$ cat config.mk
export PLATFORM = sky130hd
export DESIGN_NAME = hsv_to_rgb_converter
export DESIGN_NICKNAME = d
export VERILOG_FILES = /design/src/design/hsvrgb_pkg.sv /design/src/design/hsvrgb_sector.sv /design/src/design/hsv_to_rgb_converter.sv
export SDC_FILE = /design/constraint.sdc
export NUM_CORES = 2
export LEC_CHECK = 0
export BUFFER_PORTS_ARGS = -buffer_cell sky130_fd_sc_hd__buf_2
export CORE_ASPECT_RATIO = 1.4
export CORE_MARGIN = 1
export CORE_UTILIZATION = 65
export CTS_BUF_LIST = sky130_fd_sc_hd__clkbuf_8
export DETAILED_ROUTE_END_ITERATION = 12
export GPL_TIMING_DRIVEN = 0
export PLACE_DENSITY_LB_ADDON = 0.08
export SETUP_SLACK_MARGIN = 0.02
export SLEW_MARGIN = 5
export SYNTH_ARGS = -nofsm -noshare
export SYNTH_HDL_FRONTEND = slang
export SYNTH_SLANG_ARGS = --single-unit
export TNS_END_PERCENT = 20
$ cat constraint.sdc
create_clock -name clk -period 16.95 [get_ports clk]
set_input_delay 3.39 -clock clk [delete_from_list [all_inputs] [get_ports clk]]
set_output_delay 3.39 -clock clk [all_outputs]
set_load 0.005 [all_outputs]
$ cat src/design/hsvrgb_pkg.sv
// Shared constants and types for the HSV to RGB converter.
// No dependencies; imported by hsvrgb_sector and hsv_to_rgb_converter.
`default_nettype none

package hsvrgb_pkg;

  localparam int HUE_W   = 15;
  localparam int CHAN_W  = 17;
  localparam int SEC_W   = 4;
  localparam int REM_W   = 12;
  localparam int FRAC_W  = 16;

  // 1.0 in Q1.16, and 60 degrees in 1/64-degree units
  localparam logic [CHAN_W-1:0] ONE_Q16      = CHAN_W'(65536);
  localparam logic [HUE_W-1:0]  SECTOR_UNITS = HUE_W'(3840);

  // highest sector a 15-bit hue can reach (32767 / 3840)
  localparam int MAX_SECTOR = ((1 << HUE_W) - 1) / 3840;

  // f = floor(rem * 256 / 15) = (rem * ceil(2^24 / 15)) >> 16, exact for rem < 3840
  localparam int RECIP_W = 21;
  localparam logic [RECIP_W-1:0] FRAC_RECIP = RECIP_W'((1 << 24) / 15 + 1);

  typedef struct packed {
    logic [SEC_W-1:0] sector;
    logic [REM_W-1:0] rem;
  } hue_split_t;

  // clamp a Q1.16 channel to 1.0
  function automatic logic [CHAN_W-1:0] sat_one(input logic [CHAN_W-1:0] x);
    sat_one = (x > ONE_Q16) ? ONE_Q16 : x;
  endfunction

endpackage

`default_nettype wire

$ cat src/design/hsvrgb_sector.sv
// Splits a hue into its 60-degree sector and the remainder within it.
// Depends on hsvrgb_pkg.
`default_nettype none

module hsvrgb_sector
  import hsvrgb_pkg::*;
(
  input  wire logic [HUE_W-1:0] hue,
  output hue_split_t            split
);

  logic [SEC_W-1:0] sec;
  logic [HUE_W-1:0] base;
  logic [HUE_W-1:0] diff;

  // thermometer of threshold compares, counted up
  always_comb begin
    sec = '0;
    for (int k = 1; k <= MAX_SECTOR; k++) begin
      if (hue >= HUE_W'(k * 3840)) begin
        sec = sec + SEC_W'(1);
      end
    end
  end

  assign base  = HUE_W'({{(HUE_W-SEC_W){1'b0}}, sec} * SECTOR_UNITS);
  assign diff  = hue - base;

  assign split.sector = sec;
  assign split.rem    = diff[REM_W-1:0];

endmodule

`default_nettype wire

$ cat src/design/hsv_to_rgb_converter.sv
// HSV to RGB colour converter, four-stage pipeline, Q1.16 channels.
// Depends on hsvrgb_pkg and hsvrgb_sector.
//
//  port group   dir  flow control         payload
//  -----------  ---  -------------------  ---------------------------------------
//  in_*         in   start / busy         in_hue, in_saturation, in_brightness
//  out_*        out  out_valid strobe     out_red, out_green, out_blue
//
// A word is taken on every clock edge with start high and busy low; busy
// rises only while rst_n is held low, so the block takes a word every cycle.
// Each result comes out of the last stage register as a one-cycle
// strobe; the pipeline never waits, since the receiver cannot stall it.
// The multiplier stages are reciprocal and p, then s*f products, then v
// products with the final channel select.
// Synchronous reset clears the valid bits only; payload registers float.
`default_nettype none

module hsv_to_rgb_converter
  import hsvrgb_pkg::*;
(
  input  wire logic              clk,
  input  wire logic              rst_n,
  input  wire logic              start,
  output logic                   busy,
  input  wire logic [HUE_W-1:0]  in_hue,
  input  wire logic [CHAN_W-1:0] in_saturation,
  input  wire logic [CHAN_W-1:0] in_brightness,
  output logic                   out_valid,
  output logic [CHAN_W-1:0]      out_red,
  output logic [CHAN_W-1:0]      out_green,
  output logic [CHAN_W-1:0]      out_blue
);

  // sector codes for the channel mapping; anything above sector four
  // takes the sector-five mapping
  localparam logic [SEC_W-1:0] SEC_RED_YEL  = SEC_W'(0);
  localparam logic [SEC_W-1:0] SEC_YEL_GRN  = SEC_W'(1);
  localparam logic [SEC_W-1:0] SEC_GRN_CYN  = SEC_W'(2);
  localparam logic [SEC_W-1:0] SEC_CYN_BLU  = SEC_W'(3);
  localparam logic [SEC_W-1:0] SEC_BLU_MAG  = SEC_W'(4);

  localparam int PROD_W = 2 * CHAN_W;

  logic take;
  assign busy = ~rst_n;
  assign take = start & ~busy;

  // ---------------- stage 1: clamp, sector split ----------------
  hue_split_t split;

  hsvrgb_sector u_sector (
    .hue   (in_hue),
    .split (split)
  );

  logic               vld1_r;
  logic [CHAN_W-1:0]  sat1_r, val1_r;
  logic [SEC_W-1:0]   sec1_r;
  logic [REM_W-1:0]   rem1_r;

  always_ff @(posedge clk) begin
    sat1_r <= sat_one(in_saturation);
    val1_r <= sat_one(in_brightness);
    sec1_r <= split.sector;
    rem1_r <= split.rem;
  end

  // ---------------- stage 2: fraction, p ----------------
  logic [REM_W+RECIP_W-1:0] frac_prod;
  logic [PROD_W-1:0]        p_prod;

  assign frac_prod = {{RECIP_W{1'b0}}, rem1_r} * {{REM_W{1'b0}}, FRAC_RECIP};
  assign p_prod    = {{CHAN_W{1'b0}}, val1_r} * {{CHAN_W{1'b0}}, ONE_Q16 - sat1_r};

  logic               vld2_r;
  logic [CHAN_W-1:0]  sat2_r, val2_r, p2_r;
  logic [SEC_W-1:0]   sec2_r;
  logic [FRAC_W-1:0]  frac2_r;

  always_ff @(posedge clk) begin
    sat2_r  <= sat1_r;
    val2_r  <= val1_r;
    sec2_r  <= sec1_r;
    frac2_r <= frac_prod[FRAC_W+15:16];
    p2_r    <= p_prod[CHAN_W+15:16];
  end

  // ---------------- stage 3: s*f and s*(1-f) ----------------
  logic [PROD_W-1:0] sf_prod, sg_prod;
  logic [CHAN_W-1:0] one_minus_f;

  assign one_minus_f = ONE_Q16 - {1'b0, frac2_r};
  assign sf_prod = {{CHAN_W{1'b0}}, sat2_r} * {{(CHAN_W+1){1'b0}}, frac2_r};
  assign sg_prod = {{CHAN_W{1'b0}}, sat2_r} * {{CHAN_W{1'b0}}, one_minus_f};

  logic               vld3_r;
  logic [CHAN_W-1:0]  val3_r, p3_r, qm3_r, tm3_r;
  logic [SEC_W-1:0]   sec3_r;

  always_ff @(posedge clk) begin
    val3_r <= val2_r;
    p3_r   <= p2_r;
    sec3_r <= sec2_r;
    qm3_r  <= ONE_Q16 - sf_prod[CHAN_W+15:16];
    tm3_r  <= ONE_Q16 - sg_prod[CHAN_W+15:16];
  end

  // ---------------- stage 4: q, t, channel select ----------------
  logic [PROD_W-1:0] q_prod, t_prod;
  logic [CHAN_W-1:0] q_val, t_val;
  logic [CHAN_W-1:0] red_nxt, green_nxt, blue_nxt;

  assign q_prod = {{CHAN_W{1'b0}}, val3_r} * {{CHAN_W{1'b0}}, qm3_r};
  assign t_prod = {{CHAN_W{1'b0}}, val3_r} * {{CHAN_W{1'b0}}, tm3_r};
  assign q_val  = q_prod[CHAN_W+15:16];
  assign t_val  = t_prod[CHAN_W+15:16];

  // zero saturation needs no special arm: p = q = t = v then
  always_comb begin
    unique case (sec3_r)
      SEC_RED_YEL: begin red_nxt = val3_r; green_nxt = t_val;  blue_nxt = p3_r;   end
      SEC_YEL_GRN: begin red_nxt = q_val;  green_nxt = val3_r; blue_nxt = p3_r;   end
      SEC_GRN_CYN: begin red_nxt = p3_r;   green_nxt = val3_r; blue_nxt = t_val;  end
      SEC_CYN_BLU: begin red_nxt = p3_r;   green_nxt = q_val;  blue_nxt = val3_r; end
      SEC_BLU_MAG: begin red_nxt = t_val;  green_nxt = p3_r;   blue_nxt = val3_r; end
      default:     begin red_nxt = val3_r; green_nxt = p3_r;   blue_nxt = q_val;  end
    endcase
  end

  logic out_vld_r;
  logic [CHAN_W-1:0] red_r, green_r, blue_r;

  always_ff @(posedge clk) begin
    red_r   <= red_nxt;
    green_r <= green_nxt;
    blue_r  <= blue_nxt;
  end

  // valid bits travel alongside the payload
  always_ff @(posedge clk) begin
    if (!rst_n) begin
      vld1_r    <= 1'b0;
      vld2_r    <= 1'b0;
      vld3_r    <= 1'b0;
      out_vld_r <= 1'b0;
    end else begin
      vld1_r    <= take;
      vld2_r    <= vld1_r;
      vld3_r    <= vld2_r;
      out_vld_r <= vld3_r;
    end
  end

  assign out_valid = out_vld_r;
  assign out_red   = red_r;
  assign out_green = green_r;
  assign out_blue  = blue_r;

  // ---------------- checks ----------------
  // every word taken comes out of the pipeline as a valid result
  a_latency: assert property (@(posedge clk) disable iff (!rst_n)
    take |-> ##4 out_valid)
    else $error("word lost in pipeline");

  // one channel always carries the value
  a_value_chan: assert property (@(posedge clk) disable iff (!rst_n)
    out_valid |-> (out_red == $past(val3_r) || out_green == $past(val3_r) ||
                   out_blue == $past(val3_r)))
    else $error("no channel equals value");

  // channels never exceed 1.0
  a_range: assert property (@(posedge clk) disable iff (!rst_n)
    out_valid |-> (out_red <= ONE_Q16 && out_green <= ONE_Q16 && out_blue <= ONE_Q16))
    else $error("channel above one");

  // p is the smallest term
  a_p_min: assert property (@(posedge clk) disable iff (!rst_n)
    vld3_r |-> (p3_r <= val3_r && p3_r <= q_val && p3_r <= t_val))
    else $error("p above q, t or v");

endmodule

`default_nettype wire

## After elaboration in Yosys (flattened, before gate mapping)

Index checks and enable logic that the tools add are counted.
Widths: inputs -> output; s select.

- Bits in registers: 248
- Output and inout bits: 53
- Logic and storage cells: 72

- Eq/ne operators: 4
- Muxes and demuxes: 11
- Multipliers: 7
- Bitwise operators: 2
- Order comparisons: 10
- Add/sub/neg operators: 12
- Reduce and logical (&&, ||, !) cells: 5

Operators by type and width:

| cell | count |
|---|---|
| $pmux 17 s3 | 3 |
| $mul 17x17->33 | 4 |
| $ge 15x15->1 const B | 4 |
| $sub 17x17->17 const A | 3 |
| $gt 17x17->1 const B | 2 |
| $mul 17x16->33 | 1 |
| $mul 12x20->31 const B | 1 |
| $ge 15x14->1 const B | 2 |
| $mux 4 | 7 |
| $add 4x1->4 const B | 6 |
| $sub 17x16->17 const A | 1 |
| $ge 15x12->1 const B | 1 |
| $ge 15x13->1 const B | 1 |
| $sub 12x12->12 | 1 |
| $eq 4x2->1 const B | 2 |
| $reduce_or 2->1 | 4 |
| $eq 4x1->1 const B | 1 |
| $eq 4x3->1 const B | 1 |
| $logic_not 4->1 | 1 |
| $mul 4x1->4 const B | 1 |
| $add 1x1->2 const B | 1 |
| $and 1x1->1 | 1 |
| $mux 1 | 1 |
| $not 1->1 | 1 |

## Logic depth before layout (Yosys ltp)

- Depth after elaboration: 18
- Mapped depth: 36
- Depth with buffers taken out: 33

## Hierarchy

Synthesis repeated with hierarchy kept, for this count alone.

- Cell total of the unflattened synthesis: 6164
- Area, all modules: 54737.5 um2

Modules (own cells, without submodules):

| module | area an instance (um2) | cells an instance | instances |
|---|---|---|---|
| hsv_to_rgb_converter | 53792.8 | 6045 | 1 |
| hsvrgb_sector | 944.7 | 119 | 1 |

## Least setup slack after synthesis

No wires, ideal clock.

- Kind: input -> register
- From: input in_hue[11]
- To: register rem1_r[11]
- Required time: 16878 ps
- Slack: 8096 ps
- Library setup time: 72 ps
- Arrival: 8782 ps
- Path buffers: 2
- Stages: 24
- Cells stage by stage: buf_2 and2_1 a311o_1 ha_1 buf_1 xor2_1 ha_1 mux2_2 ha_1 mux2_2 ha_1 mux2_2 ha_1 mux2_2 ha_1 mux2i_1 ha_1 inv_1 ha_1 a21o_1 a21oi_1 xor2_1 xnor2_1 xnor2_1

RTL lines:

| what | line | source |
|---|---|---|
| from (decl) | hsv_to_rgb_converter.sv:25 | `input wire logic [HUE_W-1:0] in_hue,` |
| to (signal assigned) | hsv_to_rgb_converter.sv:65 | `rem1_r <= split.rem;` |
| to (decl) | hsv_to_rgb_converter.sv:59 | `logic [REM_W-1:0] rem1_r;` |

## Final worst setup path

- From: register frac2_r[6]
- To: register tm3_r[16]

- Word-level cells in the longest chain between the ends: 3

Ends and longest elaborated chain:

| what | line | source |
|---|---|---|
| from (decl) | hsv_to_rgb_converter.sv:78 | `logic [FRAC_W-1:0] frac2_r;` |
| from (signal assigned) | hsv_to_rgb_converter.sv:84 | `frac2_r <= frac_prod[FRAC_W+15:16];` |
| $sub 17x16->17 | hsv_to_rgb_converter.sv:92 | `assign one_minus_f = ONE_Q16 - {1'b0, frac2_r};` |
| $mul 17x17->33 | hsv_to_rgb_converter.sv:94 | `assign sg_prod = {{CHAN_W{1'b0}}, sat2_r} * {{CHAN_W{1'b0}}, one_minus_f};` |
| $sub 17x17->17 | hsv_to_rgb_converter.sv:105 | `tm3_r <= ONE_Q16 - sg_prod[CHAN_W+15:16];` |
| to (signal assigned) | hsv_to_rgb_converter.sv:105 |  |
| to (decl) | hsv_to_rgb_converter.sv:97 | `logic [CHAN_W-1:0] val3_r, p3_r, qm3_r, tm3_r;` |

Every way passes these cells.
A chain may end at the register's enable or synchronous reset.

==> results.toml <==
[run_status]
status = "finished clean"

[yosys]
yosysTopAreaCell = "fa_1"
synthCells = 6062
syn_nets = 7795
syn_area_per_cell_um2 = 8.91
synth_top_area_share_pct = 41.0
synth_edf_count = 0
synthDistinctLibCells = 93
synth.most_common_cell = "inv_1"
synth_ff_type = "dfxtp_1"
syn-cell-area_mm2 = 0.0540
synth_common_cells = "inv_1, fa_1, nand2_1"
ys_top_cells_by_area = "fa_1, ha_1, inv_1"
synth-seq-cells = 248
synthArstFlopShare_pct = 0
ys.warnings.count = 0
ys_seq_area_share_pct = 9.19

[worst_hold_path]
holdPathStages = 0
hold_path_class = "reg -> reg"

[global_route]
grt_pass1_vias = 45100
grt_pass1_wl_um = 246000
grt.overflow.total = 0
grt_use_total_pct = 38.8
grt_start_max_net_pins = 12
antenna_found_initial = 9

[worst_setup_path]
worst_path_max_delay_cell = "nor4_1"
required_ns = 17.44
critical_path_class = "reg -> reg"
arrival_ns = 10.48
cpPeakStageDelay_ns = 0.77
cp_num_cells = 30
timing.critical_path.mode_cell = "fa_1"
path_delay_family = "simple AND/OR/NAND/NOR gates"
critPathCaptureType = "flip-flop"
worst-path-buf-inv = 6
crit_path_max_fanout = 10
worstSetupStartpointType = "flip-flop"
reg2regPathDepth = 30

[drt]
first_pass_iters = 8
first_iter_violations = 2970
final_antenna_net_count = 0
vias = 41900
drc = 0
routedWlPerCell_um = 21.3
wl_um = 156000
vias_per_cell = 5.73

[final_layout]
regArea_mm2 = 0.00496
multi_input_area_mm2 = 0.0429
fin_nets = 7938
drive_gt1_share_pct = 3.42
syn_to_final_growth_pct = 5.11
fillCellCount = 6762

[clocking]
path_clk_slew_ns = 0.06
ctsLongestPathBuffers = 3
cts.sinks = 248
cts_made_buffers = 37
cts_resized = 0
root_buffer = "clkbuf_8"
cts_tree = "yes"
htree_levels = 2
post_cts_buffers = 0
clk_latency_ns = 0.63
cts_hold_buf = 0

[timing]
final_max_slew_viol_count = 0
post-route-period-util_pct = 58.9
tightest_slew_ns = 1.21
finalWorstSetupSlack_ns = 6.96
hold_viol = 0
fin_worst_skew_ns = 0.0312
finalSetupViolCount = 0
rsz0062_at_grt = "false"
min_period_ns = 9.99
relSlewSlack_pct = 18.4
fin_tns_setup_ns = 0
fmax_mhz = 100

[run]
drv_cap = 0

[die]
die_y_um = 343
die_w_um = 246
die_area_mm2 = 0.0843
ios = 105
rows = 124
coreArea_mm2 = 0.0819
start_util_pct = 66.0

[place]
gp_congestion = 0.998
dp_slack_ns = 7.13
place.port_buffers = 103
hpwlAfterDp_um = 130000
==> final timing paths <==
kind	slack, ns	end	start
worst max-delay path	6.96	tm3_r[16]$_DFF_P_	frac2_r[6]$_DFF_P_
worst min-delay path	0.30	sec3_r[1]$_DFF_P_	sec2_r[1]$_DFF_P_
worst max register to register	6.96	tm3_r[16]$_DFF_P_	frac2_r[6]$_DFF_P_
worst min register to register	0.30	sec3_r[1]$_DFF_P_	sec2_r[1]$_DFF_P_
==> routing by layer <==
layer  GRT usage [%]  vias up  part of all wire, %
met3            7.08      687                  8.1
met1            44.0    20800                   35
met2            65.7     1980                   49
met4            27.7        8                  8.6
met5               0        -                0.035
li1                -    18500                    -
==> kinds of logic after synthesis <==
| kind of cell | synth area share, % |
|---|---|
| compound gates | 5.53 |
| xor+xnor | 2.81 |
| fa+ha+maj | 54.3 |
| buf+inv | 11.4 |
| flops | 9.19 |
| mux | 0.505 |
| simple gates | 16.3 |
==> cells in the final DEF (no fill, tap or decap), types with 68 or more instances in the layout <==
cell type     n
ha_1        575
o21ai_0      68
dfxtp_1     248
xnor2_1     120
buf_2       106
nand2_1    1054
and2_1      472
a21oi_1     103
inv_1      1353
fa_1       1106
clkbuf_1    272
nor2_1      107
==> cell type report <==
class,count,share of cell area (%)
Antenna cell,9,0.0397
Buffer,294,1.95
Clock buffer,47,1.14
Clock inverter,18,0.388
Inverter,1349,8.91
Multi-Input combinational cell,4171,75.5
Sequential cell,248,8.74
Tap cell,1071,2.36
Timing Repair Buffer,104,0.921
==> through the flow <==
stage | cells | cell area [um^2] | hold slack, ns | utilization (%)
2_1_floorplan | 6062 | 54000 | 0.310 | -
3_3_place_gp | 7236 | 55900 | 0.310 | 68.2
3_5_place_dp | 7236 | 55900 | 0.312 | 68.2
4_1_cts | 7301 | 56800 | 0.307 | 69.3
5_1_grt | 7308 | 56800 | 0.322 | 69.3
6_report | 7311 | 56800 | 0.304 | 69.3
==> worst reg2reg max path, delay by kind of cell, from the launching register on <==
kind	cells	cell delay (ns)
AOI/OAI and AO/OA	5	0.88
xor gates and xnor gates	2	0.56
adders and majority gates	7	3.35
buffers and inverters	6	1.07
DFF	1	0.30
muxes	1	0.23
and+or+nand+nor	9	3.46
Power is left out: the tool's default activity adds up to more than one toggle a clock period on the data nets, which glitch-free logic cannot reach.
